===== config.mk =====
export PLATFORM = sky130hd
export DESIGN_NAME = rounded_rect_span_fill
export DESIGN_NICKNAME = d
export VERILOG_FILES = /design/src/rtl/core/rrsf_pkg.sv /design/src/rtl/core/rrsf_front.sv /design/src/rtl/core/rrsf_queue.sv /design/src/rtl/core/rrsf_back.sv /design/src/rtl/core/rounded_rect_span_fill.sv
export SDC_FILE = /design/constraint.sdc
export NUM_CORES = 1
export LEC_CHECK = 0
export BUFFER_PORTS_ARGS = -buffer_cell sky130_fd_sc_hd__buf_2
export CORE_ASPECT_RATIO = 2
export CORE_MARGIN = 2
export CORE_UTILIZATION = 25
export DETAILED_ROUTE_END_ITERATION = 10
export GPL_ROUTABILITY_DRIVEN = 0
export PLACE_DENSITY = 0.41
export SYNTH_ARGS = -nofsm -noshare
export SYNTH_HDL_FRONTEND = slang
export SYNTH_SLANG_ARGS = --single-unit

===== constraint.sdc =====
create_clock -name clk -period 6 [get_ports clk]
set_input_delay 0.6 -clock clk [delete_from_list [all_inputs] [get_ports clk]]
set_output_delay 0.6 -clock clk [all_outputs]
set_load 0.05 [all_outputs]

===== src/rtl/core/rrsf_pkg.sv =====
// rrsf_pkg: types and constants shared by the rounded rectangle span fill block
// depends on nothing; used by rrsf_front, rrsf_queue, rrsf_back and the top level

package rrsf_pkg;

  // default parameter values
  localparam int MAX_RADIUS_DEF = 31;
  localparam int SIZE_BITS_DEF  = 12;

  // stored radius width, enough for the largest legal clamp value
  localparam int RADIUS_BITS = 5;

  // depth of the command queue between front and back
  localparam int QUEUE_DEPTH = 2;

  // one fill command as it arrives
  typedef struct packed {
    logic signed [15:0] origin_x;
    logic signed [15:0] origin_y;
    logic [11:0]        rect_w;
    logic [11:0]        rect_h;
    logic [11:0]        corner_radius;
    logic [7:0]         red;
    logic [7:0]         green;
    logic [7:0]         blue;
    logic [7:0]         alpha;
  } in_item_t;

  // one emitted fill rectangle
  typedef struct packed {
    logic signed [15:0] fill_x;
    logic signed [15:0] fill_y;
    logic [11:0]        fill_w;
    logic [11:0]        fill_h;
    logic [7:0]         out_red;
    logic [7:0]         out_green;
    logic [7:0]         out_blue;
    logic [7:0]         out_alpha;
    logic               last_fill;
  } out_item_t;

  // classified command, radius already clamped, colour packed r,g,b,a
  typedef struct packed {
    logic [15:0]            x;
    logic [15:0]            y;
    logic [11:0]            w;
    logic [11:0]            h;
    logic [RADIUS_BITS-1:0] rad;
    logic [31:0]            colour;
  } cmd_t;

  // queue occupancy flags
  typedef struct packed {
    logic full;
    logic empty;
  } q_stat_t;

endpackage


===== src/rtl/core/rrsf_front.sv =====
// rrsf_front: accepts fill commands, masks sizes and clamps the corner radius
// depends on rrsf_pkg; feeds rrsf_queue

module rrsf_front #(
  parameter int MAX_RADIUS = rrsf_pkg::MAX_RADIUS_DEF,
  parameter int SIZE_BITS  = rrsf_pkg::SIZE_BITS_DEF
) (
  input  logic               clk,
  input  logic               rst_n,
  input  logic               in_valid,
  output logic               in_stall,
  input  rrsf_pkg::in_item_t in_data,
  input  rrsf_pkg::q_stat_t  q_stat,
  output logic               q_push,
  output rrsf_pkg::cmd_t     q_wdata
);

  localparam int RB = rrsf_pkg::RADIUS_BITS;
  localparam logic [11:0] SMASK = 12'((1 << SIZE_BITS) - 1);
  localparam logic [11:0] RMAX  = 12'(MAX_RADIUS);

  logic           fr_valid_r, fr_valid_nxt;
  rrsf_pkg::cmd_t fr_cmd_r;
  rrsf_pkg::cmd_t cls;
  logic [11:0]    w_m, h_m, r_m, lim, r_lim;
  logic           accept;

  // size masking and radius clamp
  always_comb begin
    w_m   = in_data.rect_w & SMASK;
    h_m   = in_data.rect_h & SMASK;
    r_m   = in_data.corner_radius & SMASK;
    lim   = ((w_m < h_m) ? w_m : h_m) >> 1;
    r_lim = (r_m > lim) ? lim : r_m;
    if (r_lim > RMAX) begin
      r_lim = RMAX;
    end
    cls.x      = in_data.origin_x;
    cls.y      = in_data.origin_y;
    cls.w      = w_m;
    cls.h      = h_m;
    cls.rad    = r_lim[RB-1:0];
    cls.colour = {in_data.red, in_data.green, in_data.blue, in_data.alpha};
  end

  // handshake: hold one classified command until the queue takes it
  assign in_stall = fr_valid_r & q_stat.full;
  assign accept   = in_valid & ~in_stall;
  assign q_push   = fr_valid_r & ~q_stat.full;
  assign q_wdata  = fr_cmd_r;

  always_comb begin
    fr_valid_nxt = fr_valid_r;
    if (accept) begin
      fr_valid_nxt = 1'b1;
    end else if (q_push) begin
      fr_valid_nxt = 1'b0;
    end
  end

  always_ff @(posedge clk) begin
    if (!rst_n) begin
      fr_valid_r <= 1'b0;
    end else begin
      fr_valid_r <= fr_valid_nxt;
    end
  end

  always_ff @(posedge clk) begin
    if (accept) begin
      fr_cmd_r <= cls;
    end
  end

endmodule


===== src/rtl/core/rrsf_queue.sv =====
// rrsf_queue: short command queue decoupling front from back
// depends on rrsf_pkg; sits between rrsf_front and rrsf_back

module rrsf_queue (
  input  logic              clk,
  input  logic              rst_n,
  input  logic              push,
  input  rrsf_pkg::cmd_t    wdata,
  input  logic              pop,
  output rrsf_pkg::cmd_t    rdata,
  output rrsf_pkg::q_stat_t stat
);

  localparam int DEPTH = rrsf_pkg::QUEUE_DEPTH;
  localparam int PW    = (DEPTH > 1) ? $clog2(DEPTH) : 1;
  localparam int CW    = $clog2(DEPTH + 1);
  localparam logic [PW-1:0] PLAST = PW'(DEPTH - 1);
  localparam logic [CW-1:0] CFULL = CW'(DEPTH);

  rrsf_pkg::cmd_t entry_r [DEPTH];
  logic [PW-1:0]  wr_ptr_r, wr_ptr_nxt, rd_ptr_r, rd_ptr_nxt;
  logic [CW-1:0]  count_r, count_nxt;

  assign stat.full  = (count_r == CFULL);
  assign stat.empty = (count_r == '0);
  assign rdata      = entry_r[rd_ptr_r];

  // pointer and count update
  always_comb begin
    wr_ptr_nxt = wr_ptr_r;
    rd_ptr_nxt = rd_ptr_r;
    count_nxt  = count_r;
    if (push) begin
      wr_ptr_nxt = (wr_ptr_r == PLAST) ? '0 : wr_ptr_r + 1'b1;
    end
    if (pop) begin
      rd_ptr_nxt = (rd_ptr_r == PLAST) ? '0 : rd_ptr_r + 1'b1;
    end
    if (push && !pop) begin
      count_nxt = count_r + 1'b1;
    end else if (pop && !push) begin
      count_nxt = count_r - 1'b1;
    end
  end

  always_ff @(posedge clk) begin
    if (!rst_n) begin
      wr_ptr_r <= '0;
      rd_ptr_r <= '0;
      count_r  <= '0;
    end else begin
      wr_ptr_r <= wr_ptr_nxt;
      rd_ptr_r <= rd_ptr_nxt;
      count_r  <= count_nxt;
    end
  end

  // storage
  always_ff @(posedge clk) begin
    if (push) begin
      entry_r[wr_ptr_r] <= wdata;
    end
  end

endmodule


===== src/rtl/core/rrsf_back.sv =====
// rrsf_back: walks one command into body and corner spans with an incremental root search
// depends on rrsf_pkg; drains rrsf_queue and drives the output register

module rrsf_back (
  input  logic               clk,
  input  logic               rst_n,
  input  rrsf_pkg::cmd_t     q_rdata,
  input  rrsf_pkg::q_stat_t  q_stat,
  output logic               q_pop,
  output logic               out_valid,
  input  logic               out_stall,
  output rrsf_pkg::out_item_t out_data
);

  localparam int RB  = rrsf_pkg::RADIUS_BITS;
  localparam int VW  = 2 * RB;
  localparam int SW  = 2 * RB + 1;

  typedef enum logic [2:0] {
    S_IDLE = 3'b001,
    S_TOP  = 3'b010,
    S_BOT  = 3'b100
  } state_t;

  state_t              st_r, st_nxt;
  rrsf_pkg::cmd_t      cmd_r;
  logic [RB-1:0]       k_r, k_nxt;
  logic [RB-1:0]       half_r, half_nxt;
  logic [RB-1:0]       dy_r, dy_nxt;
  logic [VW-1:0]       v_r, v_nxt;
  logic [SW-1:0]       sq1_r, sq1_nxt;
  logic                out_valid_r, out_valid_nxt;
  rrsf_pkg::out_item_t out_data_r, out_data_nxt;

  logic                can_load, load;
  logic                step_now, step_next, last_row;
  logic [VW-1:0]       v_row;
  logic [RB-1:0]       gap;
  logic [15:0]         span_x;
  logic [11:0]         span_w;
  logic [SW-1:0]       sq1_step;

  assign can_load = ~out_valid_r | ~out_stall;

  // span geometry for the current row
  always_comb begin
    gap      = cmd_r.rad - half_r;
    span_x   = cmd_r.x + 16'(cmd_r.rad) - 16'(half_r);
    span_w   = cmd_r.w - 12'({gap, 1'b0});
    last_row = ((RB + 1)'(k_r) + 1'b1) == (RB + 1)'(cmd_r.rad);
    v_row    = v_r + VW'({dy_r, 1'b0}) - 1'b1;
    sq1_step = sq1_r + SW'({half_r, 1'b0}) + SW'(3);
    step_now  = (sq1_r <= SW'(v_r));
    step_next = (sq1_r <= SW'(v_row));
  end

  // sequencer
  always_comb begin
    st_nxt       = st_r;
    k_nxt        = k_r;
    half_nxt     = half_r;
    dy_nxt       = dy_r;
    v_nxt        = v_r;
    sq1_nxt      = sq1_r;
    q_pop        = 1'b0;
    load         = 1'b0;
    out_data_nxt = out_data_r;
    unique case (st_r)
      S_IDLE: begin
        if (!q_stat.empty && can_load) begin
          q_pop                  = 1'b1;
          load                   = 1'b1;
          out_data_nxt.fill_x    = q_rdata.x;
          out_data_nxt.fill_y    = q_rdata.y + 16'(q_rdata.rad);
          out_data_nxt.fill_w    = q_rdata.w;
          out_data_nxt.fill_h    = q_rdata.h - 12'({q_rdata.rad, 1'b0});
          out_data_nxt.out_red   = q_rdata.colour[31:24];
          out_data_nxt.out_green = q_rdata.colour[23:16];
          out_data_nxt.out_blue  = q_rdata.colour[15:8];
          out_data_nxt.out_alpha = q_rdata.colour[7:0];
          out_data_nxt.last_fill = (q_rdata.rad == '0);
          k_nxt    = '0;
          half_nxt = '0;
          dy_nxt   = q_rdata.rad;
          v_nxt    = '0;
          sq1_nxt  = SW'(1);
          if (q_rdata.rad != '0) begin
            st_nxt = S_TOP;
          end
        end
      end
      S_TOP: begin
        if (step_now) begin
          // root not settled yet for this row
          half_nxt = half_r + 1'b1;
          sq1_nxt  = sq1_step;
        end else if (can_load) begin
          load                   = 1'b1;
          out_data_nxt.fill_x    = span_x;
          out_data_nxt.fill_y    = cmd_r.y + 16'(k_r);
          out_data_nxt.fill_w    = span_w;
          out_data_nxt.fill_h    = 12'd1;
          out_data_nxt.last_fill = 1'b0;
          st_nxt                 = S_BOT;
        end
      end
      S_BOT: begin
        if (can_load) begin
          load                   = 1'b1;
          out_data_nxt.fill_x    = span_x;
          out_data_nxt.fill_y    = cmd_r.y + 16'(cmd_r.h) - 16'd1 - 16'(k_r);
          out_data_nxt.fill_w    = span_w;
          out_data_nxt.fill_h    = 12'd1;
          out_data_nxt.last_fill = last_row;
          if (last_row) begin
            st_nxt = S_IDLE;
          end else begin
            // advance to the next row and take a root step alongside when one is due
            k_nxt  = k_r + 1'b1;
            dy_nxt = dy_r - 1'b1;
            v_nxt  = v_row;
            if (step_next) begin
              half_nxt = half_r + 1'b1;
              sq1_nxt  = sq1_step;
            end
            st_nxt = S_TOP;
          end
        end
      end
      default: begin
        st_nxt = S_IDLE;
      end
    endcase
  end

  // output register valid
  always_comb begin
    if (load) begin
      out_valid_nxt = 1'b1;
    end else if (out_stall) begin
      out_valid_nxt = out_valid_r;
    end else begin
      out_valid_nxt = 1'b0;
    end
  end

  always_ff @(posedge clk) begin
    if (!rst_n) begin
      st_r        <= S_IDLE;
      out_valid_r <= 1'b0;
    end else begin
      st_r        <= st_nxt;
      out_valid_r <= out_valid_nxt;
    end
  end

  // working registers and held command
  always_ff @(posedge clk) begin
    k_r        <= k_nxt;
    half_r     <= half_nxt;
    dy_r       <= dy_nxt;
    v_r        <= v_nxt;
    sq1_r      <= sq1_nxt;
    out_data_r <= out_data_nxt;
    if (q_pop) begin
      cmd_r <= q_rdata;
    end
  end

  assign out_valid = out_valid_r;
  assign out_data  = out_data_r;

endmodule


===== src/rtl/core/rounded_rect_span_fill.sv =====
// rounded rectangle span fill: a command becomes a body rectangle plus 2*radius spans
// first beat, back end idle: a command passes the front register, queue and output register
// output: 1 + 2*radius beats per command; a root step that a bottom span cannot take
// holds the top state, and output stalls hold any state; the back end takes no new command
// until the last beat of the current one is loaded, and does root steps by add-and-compare
// reset: synchronous, clears front flag, queue, sequencer and output valid; payload not reset

module rounded_rect_span_fill #(
  parameter int MAX_RADIUS = rrsf_pkg::MAX_RADIUS_DEF,
  parameter int SIZE_BITS  = rrsf_pkg::SIZE_BITS_DEF
) (
  input  logic                clk,
  input  logic                rst_n,
  input  logic                in_valid,
  output logic                in_stall,
  input  rrsf_pkg::in_item_t  in_data,
  output logic                out_valid,
  input  logic                out_stall,
  output rrsf_pkg::out_item_t out_data
);

  rrsf_pkg::q_stat_t q_stat;
  rrsf_pkg::cmd_t    q_wdata, q_rdata;
  logic              q_push, q_pop;

  // front end: accept and classify
  rrsf_front #(
    .MAX_RADIUS (MAX_RADIUS),
    .SIZE_BITS  (SIZE_BITS)
  ) u_front (
    .clk      (clk),
    .rst_n    (rst_n),
    .in_valid (in_valid),
    .in_stall (in_stall),
    .in_data  (in_data),
    .q_stat   (q_stat),
    .q_push   (q_push),
    .q_wdata  (q_wdata)
  );

  // command queue
  rrsf_queue u_queue (
    .clk   (clk),
    .rst_n (rst_n),
    .push  (q_push),
    .wdata (q_wdata),
    .pop   (q_pop),
    .rdata (q_rdata),
    .stat  (q_stat)
  );

  // back end: span generation
  rrsf_back u_back (
    .clk       (clk),
    .rst_n     (rst_n),
    .q_rdata   (q_rdata),
    .q_stat    (q_stat),
    .q_pop     (q_pop),
    .out_valid (out_valid),
    .out_stall (out_stall),
    .out_data  (out_data)
  );

  // queue flags are exclusive
  a_q_flags: assert property (@(posedge clk) disable iff (!rst_n)
    !(q_stat.full && q_stat.empty))
    else $error("queue reports full and empty together");

  // front never pushes into a full queue
  a_no_overflow: assert property (@(posedge clk) disable iff (!rst_n)
    q_push |-> !q_stat.full)
    else $error("push into full queue");

  // back never pops an empty queue
  a_no_underflow: assert property (@(posedge clk) disable iff (!rst_n)
    q_pop |-> !q_stat.empty)
    else $error("pop from empty queue");

  // a command pushed into an empty queue is not lost
  a_push_lands: assert property (@(posedge clk) disable iff (!rst_n)
    (q_push && !q_pop) |=> !q_stat.empty)
    else $error("pushed command vanished");

endmodule


==> summary.md, run 1 <==
| Metric | Value |
|---|---|
| Number of buffers added for setup after CTS | 0 |
| Core Rows | 154 |
| Core outline area | 0.0881 mm^2 |
| Cell-by-cell trace of the critical path | inv_1 > ha_1 > inv_1 > ha_1 > fa_1 > a21o_1 > a21oi_1 > o21bai_1 > a2111o_1 > a21o_1 > and2_1 > ha_1 > a2111oi_0 > a21oi_1 > o311ai_0 > a31oi_1 > nor3_2 > buf_4 |
| H-Tree Depth | 2 |
| I/O pins | 195 |
| CTS tree | done |
| Proportion of synthesized chip area in sequential cells | 0.638 |
| CTS resizes | 0 |
| Total detailed-routing wirelength | 58100 um |
| Setup repair after global routing missed its margin | false |
| Max FO, Critical Path | 16 |
| Max-cap violations | 0 |
| Instance area after placement | 0.0247 mm^2 |
| Ratio of cells with drive above 1 in the final layout | 0.211 |
| Highest clock frequency the design can meet | 225 MHz |
| Total power divided by cell area | 590 mW/mm^2 |
| Via count of the first global-routing pass | 14163 |
| Worst setup timing slack at the placement stage | 1.56 ns |
| Worst hold margin | 0.161 ns |
| DP Cell Count | 2937 |
| Antenna violations before repair | 6 |
| Post-Synthesis Mean Instance Area | 14.0 um^2 |
| Max IR drop VDD | 0.000209 V |
| Detail Placement HPWL | 41400 um |
| Clock input transition at the sequential cells of the worst setup and hold paths | 0.07 ns |
| Area fraction of the dominant cell type after synthesis | 0.629 |
| Crit start category | flip-flop |
| Initial core utilization | 0.252 |
| Minimum period implied by the final worst setup slack | 4.44 ns |
| Num Clock Sinks | 475 |
| Worst slew margin relative to its limit | 0.310 |
| Ys flop type | edfxtp_1 |
| Cell taking the most area after synthesis | edfxtp_1 |
| Residual DRC | 0 |
| I/O Buffers | 194 |
| Clock root cell | clkbuf_16 |
| Synthesis Warnings | 0 |
| Post-synth design cell area | 0.0222 mm^2 |
| Number of CTS-inserted buffers | 47 |
| Post-layout instance area | 0.0262 mm^2 |
| WP data required | 6.28 ns |
| Vias after detailed routing | 13218 |
| Via density | 4.37 |
| Type of the worst min-delay path | primary input to flip-flop |
| Total overflow reported by the global router | 0 |
| DRC marker count from the first detailed-route iteration | 499 |
| Distinct cells, synth | 72 |
| Routed Antenna Nets | 0 |
| Most Frequent Cell on Critical Path | ha_1 |
| Highest-count cells in the layout ignoring fill and taps | 465 x edfxtp_1, 194 x buf_2, 169 x inv_1 |
| Family with the most delay on the worst path | compound AO/OA/AOI/OAI gates |
| Pins Over Slew Limit | 0 |
| Pin count of the biggest net entering global routing | 60 |
| Final net count | 2072 |
| Count of hold buffers inserted by post-cts repair | 0 |
| Maximum buffer depth of the clock tree | 3 |
| Type of the setup path with the least slack | flip-flop to flip-flop |
| Buffers and inverters on the worst path | 3 |
| Synthesized Nets | 1845 |
| Hold Vio Cnt, Final | 0 |
| Endpoint class of the critical path | flip-flop |
| First-pass detailed-route iteration total | 4 |
| Fin cells | 3027 |
| Total GRT Usage | 0.126 |
| PnR worst setup slack | 1.56 ns |
| Routed wire length per instance | 19.2 um |
| Global-route wire length before repair | 86800 um |
| Leakage power summed over all cells | 9.91 nW |
| Final TNS setup | 0 ns |
| Worst clock skew | 0.0204 ns |
| Clk_lat worst skew | 0.60 ns |
| Ranking of synthesized cells by area | edfxtp_1 63%, ha_1 7.5%, mux2_2 4.2% |
| Total setup violations reported at the end of the flow | 0 |
| Final worst path period share | 0.740 |
| Height of the die | 426 um |
| Register bit total from synthesis | 475 |
| Arrival @ worst endpoint | 4.72 ns |
| Async set-reset flop share out of synthesis | 0 |
| Die extent in x | 215 um |
| Worst stage delay on the critical path | 0.48 ns |
| Number of enable-type register cells in the synthesized netlist | 465 |
| Cells after Synth | 1589 |
| Run status | complete, no violations |
| Die Outline Area | 0.0914 mm^2 |
| Crit path max-delay cell type | a2111oi_0 |
| Most common library cell in the layout ignoring fill and taps | edfxtp_1 |
| Slew at the pin closest to its max-slew limit | 1.04 ns |
| Area overhead of the layout relative to synthesis | 18.0% |
-- worst register-to-register path, delay by kind of cell, from the launching register on --
kind,cells,cell delay (ns)
compound gates,9,1.95
fa+ha+maj,4,1.07
buf+inv,3,0.38
flops,1,0.37
simple gates,2,0.36
-- registers in the layout, indices dropped and copies added, names as in the netlist, named ones only --
register and count:
u_back.sq1_r 11, u_back.out_data 89, u_back.cmd_r 61, u_back.dy_r 5
u_back.k_r 5, u_front.fr_valid_r 1, u_back.half_r 5, u_queue.rd_ptr_r 1
u_queue.count_r 2, u_back.st_r 3, u_back.out_valid 1, u_back.v_r 10
u_queue.wr_ptr_r 1, u_front.q_wdata 93, u_queue.entry_r 186
-- synthesized netlist by cell type (all sizes together) (9+ instances only) --
| cell | instances |
|---|---|
| a211oi | 13 |
| a21o | 34 |
| a21oi | 57 |
| and2 | 9 |
| and3 | 11 |
| buf | 18 |
| clkbuf | 14 |
| dfxtp | 10 |
| edfxtp | 465 |
| fa | 18 |
| ha | 134 |
| inv | 171 |
| mux2 | 84 |
| mux2i | 22 |
| nand2 | 52 |
| nand2b | 11 |
| nand3 | 41 |
| nand4 | 10 |
| nor2 | 75 |
| nor2b | 15 |
| nor3 | 28 |
| nor4 | 9 |
| o21a | 14 |
| o21ai | 72 |
| xnor2 | 60 |
| xor2 | 22 |
-- layer usage --
| metal | GRT usage | share of wire | vias to the layer above | wire [um] |
|---|---|---|---|---|
| met4 | 0.0522 | 0.037 | 8 | 2140 |
| met1 | 0.142 | 0.40 | 6481 | 23500 |
| met2 | 0.234 | 0.52 | 263 | 30200 |
| met3 | 0.0214 | 0.038 | 98 | 2190 |
| met5 | 0 | 0.00093 | - | 54 |
| li1 | - | - | 6368 | - |
-- area by class of cell --
class | count | area (um^2)
multi-input combinational | 911 | 7300
clock buffer | 49 | 1180
antenna | 2 | 5.00
timing repair buffer | 210 | 1100
tap | 1170 | 1460
inverter | 171 | 644
clock inverter | 39 | 338
fill | 8940 | 61900
sequential | 475 | 14200
-- cell families (layout without fill, tap and decap cells) --
| family | Yosys count | after routing | share of synthesized area |
|---|---|---|---|
| flops | 475 | 475 | 0.638 |
| simple gates | 296 | 296 | 0.0670 |
| compound gates | 275 | 275 | 0.0829 |
| buf+inv | 203 | 469 | 0.0355 |
| fa+ha+maj | 152 | 152 | 0.0917 |
| mux | 106 | 106 | 0.0528 |
| xor+xnor | 82 | 82 | 0.0323 |
| other cells | 0 | 2 | 0 |
-- per-stage QoR --
step | total power [mW] | util
floorplan | 10.5 | -
global placement | 12.6 | 0.280
detailed placement | 12.7 | 0.280
CTS | 15.8 | 0.298
global route | 16.6 | 0.298
finish | 15.4 | 0.298
-- final timing paths --
check | startpoint | end | slack, ns | cells after the start
setup / recovery | u_back.dy_r[0] | u_back.sq1_r[2] | 1.56 | 18
hold / removal | in_data[3] | u_front.q_wdata[3] | 0.16 | 1
setup reg to reg | u_back.dy_r[0] | u_back.sq1_r[2] | 1.56 | 18
hold reg to reg | u_front.q_wdata[55] | u_queue.entry_r[1][55] | 0.44 | 0
-- power by group --
part | switching (mW) | internal (mW) | total [mW]
logic | 4.77 | 2.47 | 7.24
registers | 0.493 | 4.76 | 5.25
clock network | 1.39 | 1.56 | 2.95
total | 6.66 | 8.79 | 15.4
Power figures use the tool's default switching activity.
==> run 2: changes to the inputs <==
ABC_AREA = 1   (was unset)
clock period = 4.6 ns   (was 6 ns; I/O delays follow)
==> summary.md, run 2 <==
| Metric | Value |
|---|---|
| Most flop-heavy register | u_queue.entry_r |
| Total GRT Usage | 0.126 (-0.000216) |
| Filler Cell Count | 9278 (+3.8%) |
| Num Clock Sinks | 475 (unchanged) |
| Clock input transition at the sequential cells of the worst setup and hold paths | 0.06 ns (about the same) |
| Leakage power summed over all cells | 10.9 nW (+10%) |
| Max FFs per register | 186 (unchanged) |
| Ys flop type | edfxtp_1 |
| Worst min-delay path startpoint | in_data[68] |
| Worst reg2reg setup slack | 0.96 ns (-0.60 ns) |
| Async set-reset flop share out of synthesis | 0 (unchanged) |
| Origin of the critical flop-to-flop path | u_back.dy_r[0] |
| Total setup violations reported at the end of the flow | 0 (unchanged) |
| Worst hold margin | 0.0543 ns (-0.107 ns) |
| H-Tree Depth | 2 (unchanged) |
| Cell taking the most area after synthesis | edfxtp_1 |
| Number of enable-type register cells in the synthesized netlist | 465 (unchanged) |
| Worst slew margin relative to its limit | 0.364 (+0.0544) |
| Highest clock frequency the design can meet | 275 MHz (+22%) |
| Post-synth design cell area | 0.0225 mm^2 (+1.2%) |
| Final TNS setup | 0 ns (unchanged) |
| Pin count of the biggest net entering global routing | 95 (+58%) |
| Cells after Synth | 2011 (+27%) |
| Die Outline Area | 0.0925 mm^2 (+1.2%) |
| Total detailed-routing wirelength | 58800 um (+1.2%) |
| Detail Placement HPWL | 42100 um (+1.7%) |
| Max-cap violations | 0 (unchanged) |
| Via density | 4.26 (-2.5%) |
| Run status | complete, no violations |
| Routed Antenna Nets | 0 (unchanged) |
| Worst r2r path cells | 16 (-2) |
| Power Internal | 11.4 mW (+30%) |
| WP data required | 4.85 ns (-1.43 ns) |
| Area fraction of the dominant cell type after synthesis | 0.621 (-0.00752) |
| Proportion of synthesized chip area in sequential cells | 0.630 (-0.00763) |
| Die extent in x | 216 um (+0.59%) |
| Residual DRC | 0 (unchanged) |
| Final net count | 2499 (+21%) |
| Proportion of power drawn by the clock network | 0.196 (+0.005) |
| Total power divided by cell area | 768 mW/mm^2 (+30%) |
| Height of the die | 428 um (+0.60%) |
| Synthesis Warnings | 0 (unchanged) |
| Max FO, Critical Path | 16 (unchanged) |
| Post-Synthesis Mean Instance Area | 11.2 um^2 (-20%) |
| DP Cell Count | 3365 (+15%) |
| Type of the worst min-delay path | primary input to flip-flop |
| Area overhead of the layout relative to synthesis | 18.4% |
| Max IR drop VDD | 0.000536 V (+160%) |
| Maximum buffer depth of the clock tree | 3 (unchanged) |
| Ranking of synthesized cells by area | edfxtp_1 62%, nand2_1 7.7%, ha_1 7.5% |
| Synthesized Nets | 2267 (+23%) |
| Area of the multi-input gates | 0.00712 mm^2 (-2.5%) |
| Core Rows | 155 (+0.65%) |
| Seq pwr share | 0.337 (-0.003) |
| Initial core utilization | 0.252 (about the same) |
| Top cells by count, synth | 465 x edfxtp_1, 462 x nand2_1, 268 x inv_1 |
| Terminus of the critical flop-to-flop path | u_back.half_r[2] |
| Via count of the first global-routing pass | 15219 (+7.5%) |
| I/O Buffers | 194 (unchanged) |
| Endpoint class of the critical path | flip-flop |
| Clk_lat worst skew | 0.60 ns (about the same) |
| Power spent charging and discharging nets | 9.05 mW (+36%) |
| Most common library cell in the layout ignoring fill and taps | edfxtp_1 |
| Routed wire length per instance | 17.0 um (-11%) |
| Fin cells | 3458 (+14%) |
| Hold Vio Cnt, Final | 0 (unchanged) |
| Most common cell in the synthesized netlist | edfxtp_1 |
| PnR worst setup slack | 0.962 ns (-0.596 ns) |
| Ratio of cells with drive above 1 in the final layout | 0.156 (-0.0550) |
| Highest-count cells in the layout ignoring fill and taps | 465 x edfxtp_1, 462 x nand2_1, 267 x inv_1 |
| Number of CTS-inserted buffers | 46 (-2.1%) |
| Arrival @ worst endpoint | 3.89 ns (-0.83 ns) |
| Final worst path period share | 0.791 (+0.0505) |
| Crit start category | flip-flop |
| CTS tree | done |
| DRC marker count from the first detailed-route iteration | 616 (+23%) |
| Vias after detailed routing | 14723 (+11%) |
| Type of the setup path with the least slack | flip-flop to flip-flop |
| Setup repair after global routing missed its margin | false |
| Post-layout instance area | 0.0266 mm^2 (+1.6%) |
| Slew at the pin closest to its max-slew limit | 0.954 ns (-0.0816 ns) |
| Register bit total from synthesis | 475 (unchanged) |
| Instance area after placement | 0.0250 mm^2 (+1.2%) |
| Part of the power in combinational logic | 0.468 (about the same) |
| I/O pins | 195 (unchanged) |
| Switching part of the total | 0.443 (+0.0117) |
| First-pass detailed-route iteration total | 5 (+1) |
| Total overflow reported by the global router | 0 (unchanged) |
| Antenna violations before repair | 5 (-1) |
| CTS resizes | 0 (unchanged) |
| Worst setup timing slack at the placement stage | 0.829 ns (-0.733 ns) |
| Distinct cells, synth | 49 (-32%) |
| Global-route wire length before repair | 89900 um (+3.6%) |
| Minimum period implied by the final worst setup slack | 3.64 ns (-0.804 ns) |
| Core outline area | 0.0892 mm^2 (+1.3%) |
| Min-Delay Path Depth | 1 (unchanged) |
| Clock root cell | clkbuf_16 |
| Sink of the worst hold path | u_front.q_wdata[61] |
| Pins Over Slew Limit | 0 (unchanged) |
| Worst clock skew | 0.0393 ns (+0.0188 ns) |
| Area of all sequential standard cells | 0.0142 mm^2 (unchanged) |
run 2: cell families (layout without fill, tap and decap cells):
logic type / Yosys count / after routing / synth area share
mux: 1 / 1 / 0.000445
other cells: 0 / 2 / 0
fa+ha+maj: 152 / 152 / 0.0906
flops: 475 / 475 / 0.630
buf+inv: 315 / 583 / 0.0549
xor+xnor: 36 / 36 / 0.0140
compound gates: 272 / 272 / 0.0672
simple gates: 760 / 760 / 0.143
run 2: layout make-up:
type                       instances  share of cell area
antenna                            2            0.000188
clock buffer                      55              0.0461
clock inverter                    29              0.0128
inverter                         279              0.0394
multi-input combinational       1221               0.267
sequential                       475               0.532
tap                             1177              0.0553
timing repair buffer             220              0.0468
run 2: worst max-delay path by stage:
stage	slack, ns	cells after the start	to	startpoint
4_1_cts	0.90	16	u_back.half_r[2]	u_back.dy_r[0]
5_1_grt	0.67	18	u_back.half_r[2]	u_back.dy_r[0]
2_1_floorplan	-0.16	11	u_queue.count_r[1]	u_back.out_valid
6_report	0.96	16	u_back.half_r[2]	u_back.dy_r[0]
3_3_place_gp	0.92	24	u_front.q_wdata[35]	in_data[54]
3_5_place_dp	0.83	24	u_front.q_wdata[35]	in_data[53]
run 2: routing by layer:
layer  GRT usage  routed length, um  up-vias
met4      0.0467               1880        8
li1            -                  -     7319
met1       0.147              24200     6992
met2       0.230              30300      301
met3      0.0194               2300      103
met5           0                 51        -
run 2: timing repair:
action / 4_1_cts / 5_1_grt
setup buffers: 0 / 0
hold buffers: 7 / 0
hold endpoints to repair: 7 / 0
run 2: worst max-delay path, stage by stage, from the launching register on:
cell	delay, ns
edfxtp_1	0.32
inv_1	0.07
ha_1	0.27
inv_1	0.04
ha_1	0.20
fa_1	0.41
a21oi_1	0.15
o21bai_1	0.12
nand2_1	0.09
o311ai_0	0.22
xor2_1	0.23
ha_1	0.33
a211oi_1	0.24
nand3_1	0.11
nand3_1	0.08
nor3b_2	0.15
buf_4	0.27
run 2: per-stage QoR:
stage          power, mW   util
2_1_floorplan       13.7      -
3_3_place_gp        16.6  0.280
3_5_place_dp        16.7  0.280
4_1_cts             20.9  0.298
5_1_grt             22.1  0.298
6_report            20.4  0.298
run 2: power by group through the flow:
stage	clock (mW)	sequential, mW	combinational [mW]
2_1_floorplan	0	8.16	5.56
3_3_place_gp	0	7.00	9.61
3_5_place_dp	0	7.00	9.72
4_1_cts	4.18	6.92	9.77
5_1_grt	4.29	7.01	10.8
6_report	4.00	6.88	9.56
==> run 3: changes to the inputs <==
ABC_AREA = 0   (was 1)
clock period = 3.65 ns   (was 4.6 ns; I/O delays follow)
==> summary.md, run 3 (same netlist as run 1, synthesis figures left out) <==
| Metric | Value |
|---|---|
| Run status | finished, violations left |
| Failing checks | setup timing |
| Type of the setup path with the least slack | flip-flop to flip-flop |
| WP data required | 4.03 ns (-0.82 ns) |
| Total power divided by cell area | 969 mW/mm^2 (+26%) |
| Slew at the pin closest to its max-slew limit | 1.05 ns (+0.0944 ns) |
| Antenna violations before repair | 2 (-3) |
| Residual DRC | 0 (unchanged) |
| Crit start category | flip-flop |
| Pin count of the biggest net entering global routing | 55 (-42%) |
| Most flop-heavy register | u_queue.entry_r |
| Crit path max-delay cell type | a2111o_1 |
| Total setup violations reported at the end of the flow | 16 (+16) |
| Maximum buffer depth of the clock tree | 3 (unchanged) |
| Endpoint class of the critical path | flip-flop |
| H-Tree Depth | 2 (unchanged) |
| Die extent in x | 215 um (-0.59%) |
| Via count of the first global-routing pass | 14985 (-1.5%) |
| Worst stage delay on the critical path | 0.39 ns (-0.02 ns) |
| Clock root cell | clkbuf_16 |
| Total detailed-routing wirelength | 59200 um (+0.64%) |
| Max FO, Critical Path | 8 (-8) |
| Max FFs per register | 186 (unchanged) |
| Num Clock Sinks | 475 (unchanged) |
| Total GRT Usage | 0.129 (+0.00334) |
| Seq pwr share | 0.316 (-0.021) |
| Initial core utilization | 0.252 (about the same) |
| Max-cap violations | 0 (unchanged) |
| Most common library cell in the layout ignoring fill and taps | edfxtp_1 |
| Proportion of power drawn by the clock network | 0.198 (+0.002) |
| Max IR drop VDD | 0.000451 V (-16%) |
| Leakage power summed over all cells | 10.6 nW (-2.5%) |
| Part of the power in combinational logic | 0.486 (+0.018) |
| Clk_lat worst skew | 0.62 ns (+0.02 ns) |
| Power Internal | 15.7 mW (+38%) |
| DRC marker count from the first detailed-route iteration | 523 (-15%) |
| Cell-by-cell trace of the critical path | inv_2 > ha_4 > inv_2 > ha_4 > fa_2 > a21o_1 > a21oi_2 > o21bai_1 > a2111o_1 > a21o_1 > and2_4 > ha_1 > nand4b_1 > nor3_2 > a21oi_1 > o311ai_1 > a31oi_1 > nor3_4 > buf_12 > buf_16 |
| Util after Layout | 0.315 (+0.0169) |
| First-pass detailed-route iteration total | 5 (unchanged) |
| Routed wire length per instance | 18.8 um (+10%) |
| Highest-count cells in the layout ignoring fill and taps | 465 x edfxtp_1, 194 x buf_2, 164 x inv_1 |
| Final worst path period share | 1.05 (+0.261) |
| Worst reg2reg setup slack | -0.19 ns (-1.15 ns) |
| Detail Placement HPWL | 42200 um (+0.20%) |
| Highest clock frequency the design can meet | 260 MHz (-5.3%) |
| Clock input transition at the sequential cells of the worst setup and hold paths | 0.06 ns (about the same) |
| Arrival @ worst endpoint | 4.22 ns (+0.33 ns) |
| Setup repair after global routing missed its margin | true |
| Core outline area | 0.0881 mm^2 (-1.3%) |
| Switching part of the total | 0.415 (-0.0275) |
| Overall power after layout | 26.9 mW (+32%) |
| Height of the die | 426 um (-0.59%) |
| Worst hold margin | 0.0313 ns (-0.0231 ns) |
| Power spent charging and discharging nets | 11.2 mW (+23%) |
| Routed Antenna Nets | 0 (unchanged) |
| Final net count | 2205 (-12%) |
| I/O Buffers | 194 (unchanged) |
| Worst clock skew | 0.0153 ns (-0.0239 ns) |
| Vias after detailed routing | 13817 (-6.2%) |
| Hold Vio Cnt, Final | 0 (unchanged) |
| Pins Over Slew Limit | 0 (unchanged) |
| Die Outline Area | 0.0914 mm^2 (-1.2%) |
| Global-route wire length before repair | 89600 um (-0.37%) |
| PnR worst setup slack | -0.190 ns (-1.15 ns) |
| Area overhead of the layout relative to synthesis | 25.0% |
| Via density | 4.38 (+2.8%) |
| Core Rows | 154 (-0.65%) |
| Final TNS setup | -3.00 ns (-3.00 ns) |
| Total overflow reported by the global router | 0 (unchanged) |
| Number of CTS-inserted buffers | 48 (+4.3%) |
| Ratio of cells with drive above 1 in the final layout | 0.234 (+0.0780) |
| Type of the worst min-delay path | primary input to flip-flop |
| CTS tree | done |
| Minimum period implied by the final worst setup slack | 3.84 ns (+0.203 ns) |
| I/O pins | 195 (unchanged) |
| Worst slew margin relative to its limit | 0.301 (-0.0629) |
run 3: cell types whose count changed in the layout (fill, tap and decap cells not counted), sizes merged, moves of 15 or more:
cell	previous run	this run
nand2	470	52
inv	281	174
mux2	0	84
dlygate4sd3	7	78
nor2	130	75
buf	213	263
a21oi	102	57
xnor2	16	60
nand3	84	41
o21ai	114	72
or2	36	5
a21o	5	34
mux2i	1	22
nor2b	0	15
run 3: critical path: cells and delay by family (launching register included):
| family | cells | cell delay [ns] |
|---|---|---|
| compound gates | 8 | 1.44 |
| flops | 1 | 0.36 |
| buf+inv | 4 | 0.38 |
| fa+ha+maj | 4 | 1.03 |
| simple gates | 4 | 0.38 |
run 3: area by class of cell:
cell class              count  area [um^2]
fillers                  8849        60300
multi-input cells         912         7420
clock buffers              58         1250
well taps                1170         1460
clock inverters            28          422
flip-flops and latches    475        14200
repair buffers            341         2400
diodes                      1         2.50
inverters                 171          644
run 3: routing by layer:
layer / vias up / track usage / part of all wire
li1: 6637 / - / -
met1: 6781 / 0.140 / 0.39
met2: 297 / 0.245 / 0.53
met3: 100 / 0.0214 / 0.038
met4: 2 / 0.0571 / 0.040
met5: - / 0 / 0.00012
run 3: what timing repair did:
item | in CTS | in global routing
resized for setup | 14 | 11
cloned | 1 | 1
pin swaps | 6 | 3
hold endpoints to repair | 78 | 0
hold buffers | 78 | 0
setup endpoints to repair | 16 | 23
setup buffers | 7 | 2
run 3: per-stage QoR:
stage	area (um^2)	instances	setup WS, ns
after global placement	25100	2980	-0.236
after CTS	27700	3152	-0.161
final	27800	3156	-0.190
after floorplan	22300	1589	-0.225
after detailed placement	25100	2980	-0.296
after global routing	27800	3156	-0.377
run 3: power groups by stage:
stage	Combinational, mW	Sequential [mW]	Clock (mW)
floorplan	7.23	10.2	0
global placement	12.6	8.64	0
detailed placement	12.7	8.64	0
CTS	13.2	8.55	5.56
global route	14.5	8.65	5.73
finish	13.1	8.51	5.34
run 3: path summary, 6_finish.rpt:
check | start | end | depth (start not counted)
setup / recovery | u_back.dy_r[0] | u_back.sq1_r[7] | 20
setup reg to reg | u_back.dy_r[0] | u_back.sq1_r[7] | 20
hold / removal | in_data[57] | u_front.q_wdata[50] | 1
hold reg to reg | u_front.q_wdata[79] | u_queue.entry_r[1][79] | 0
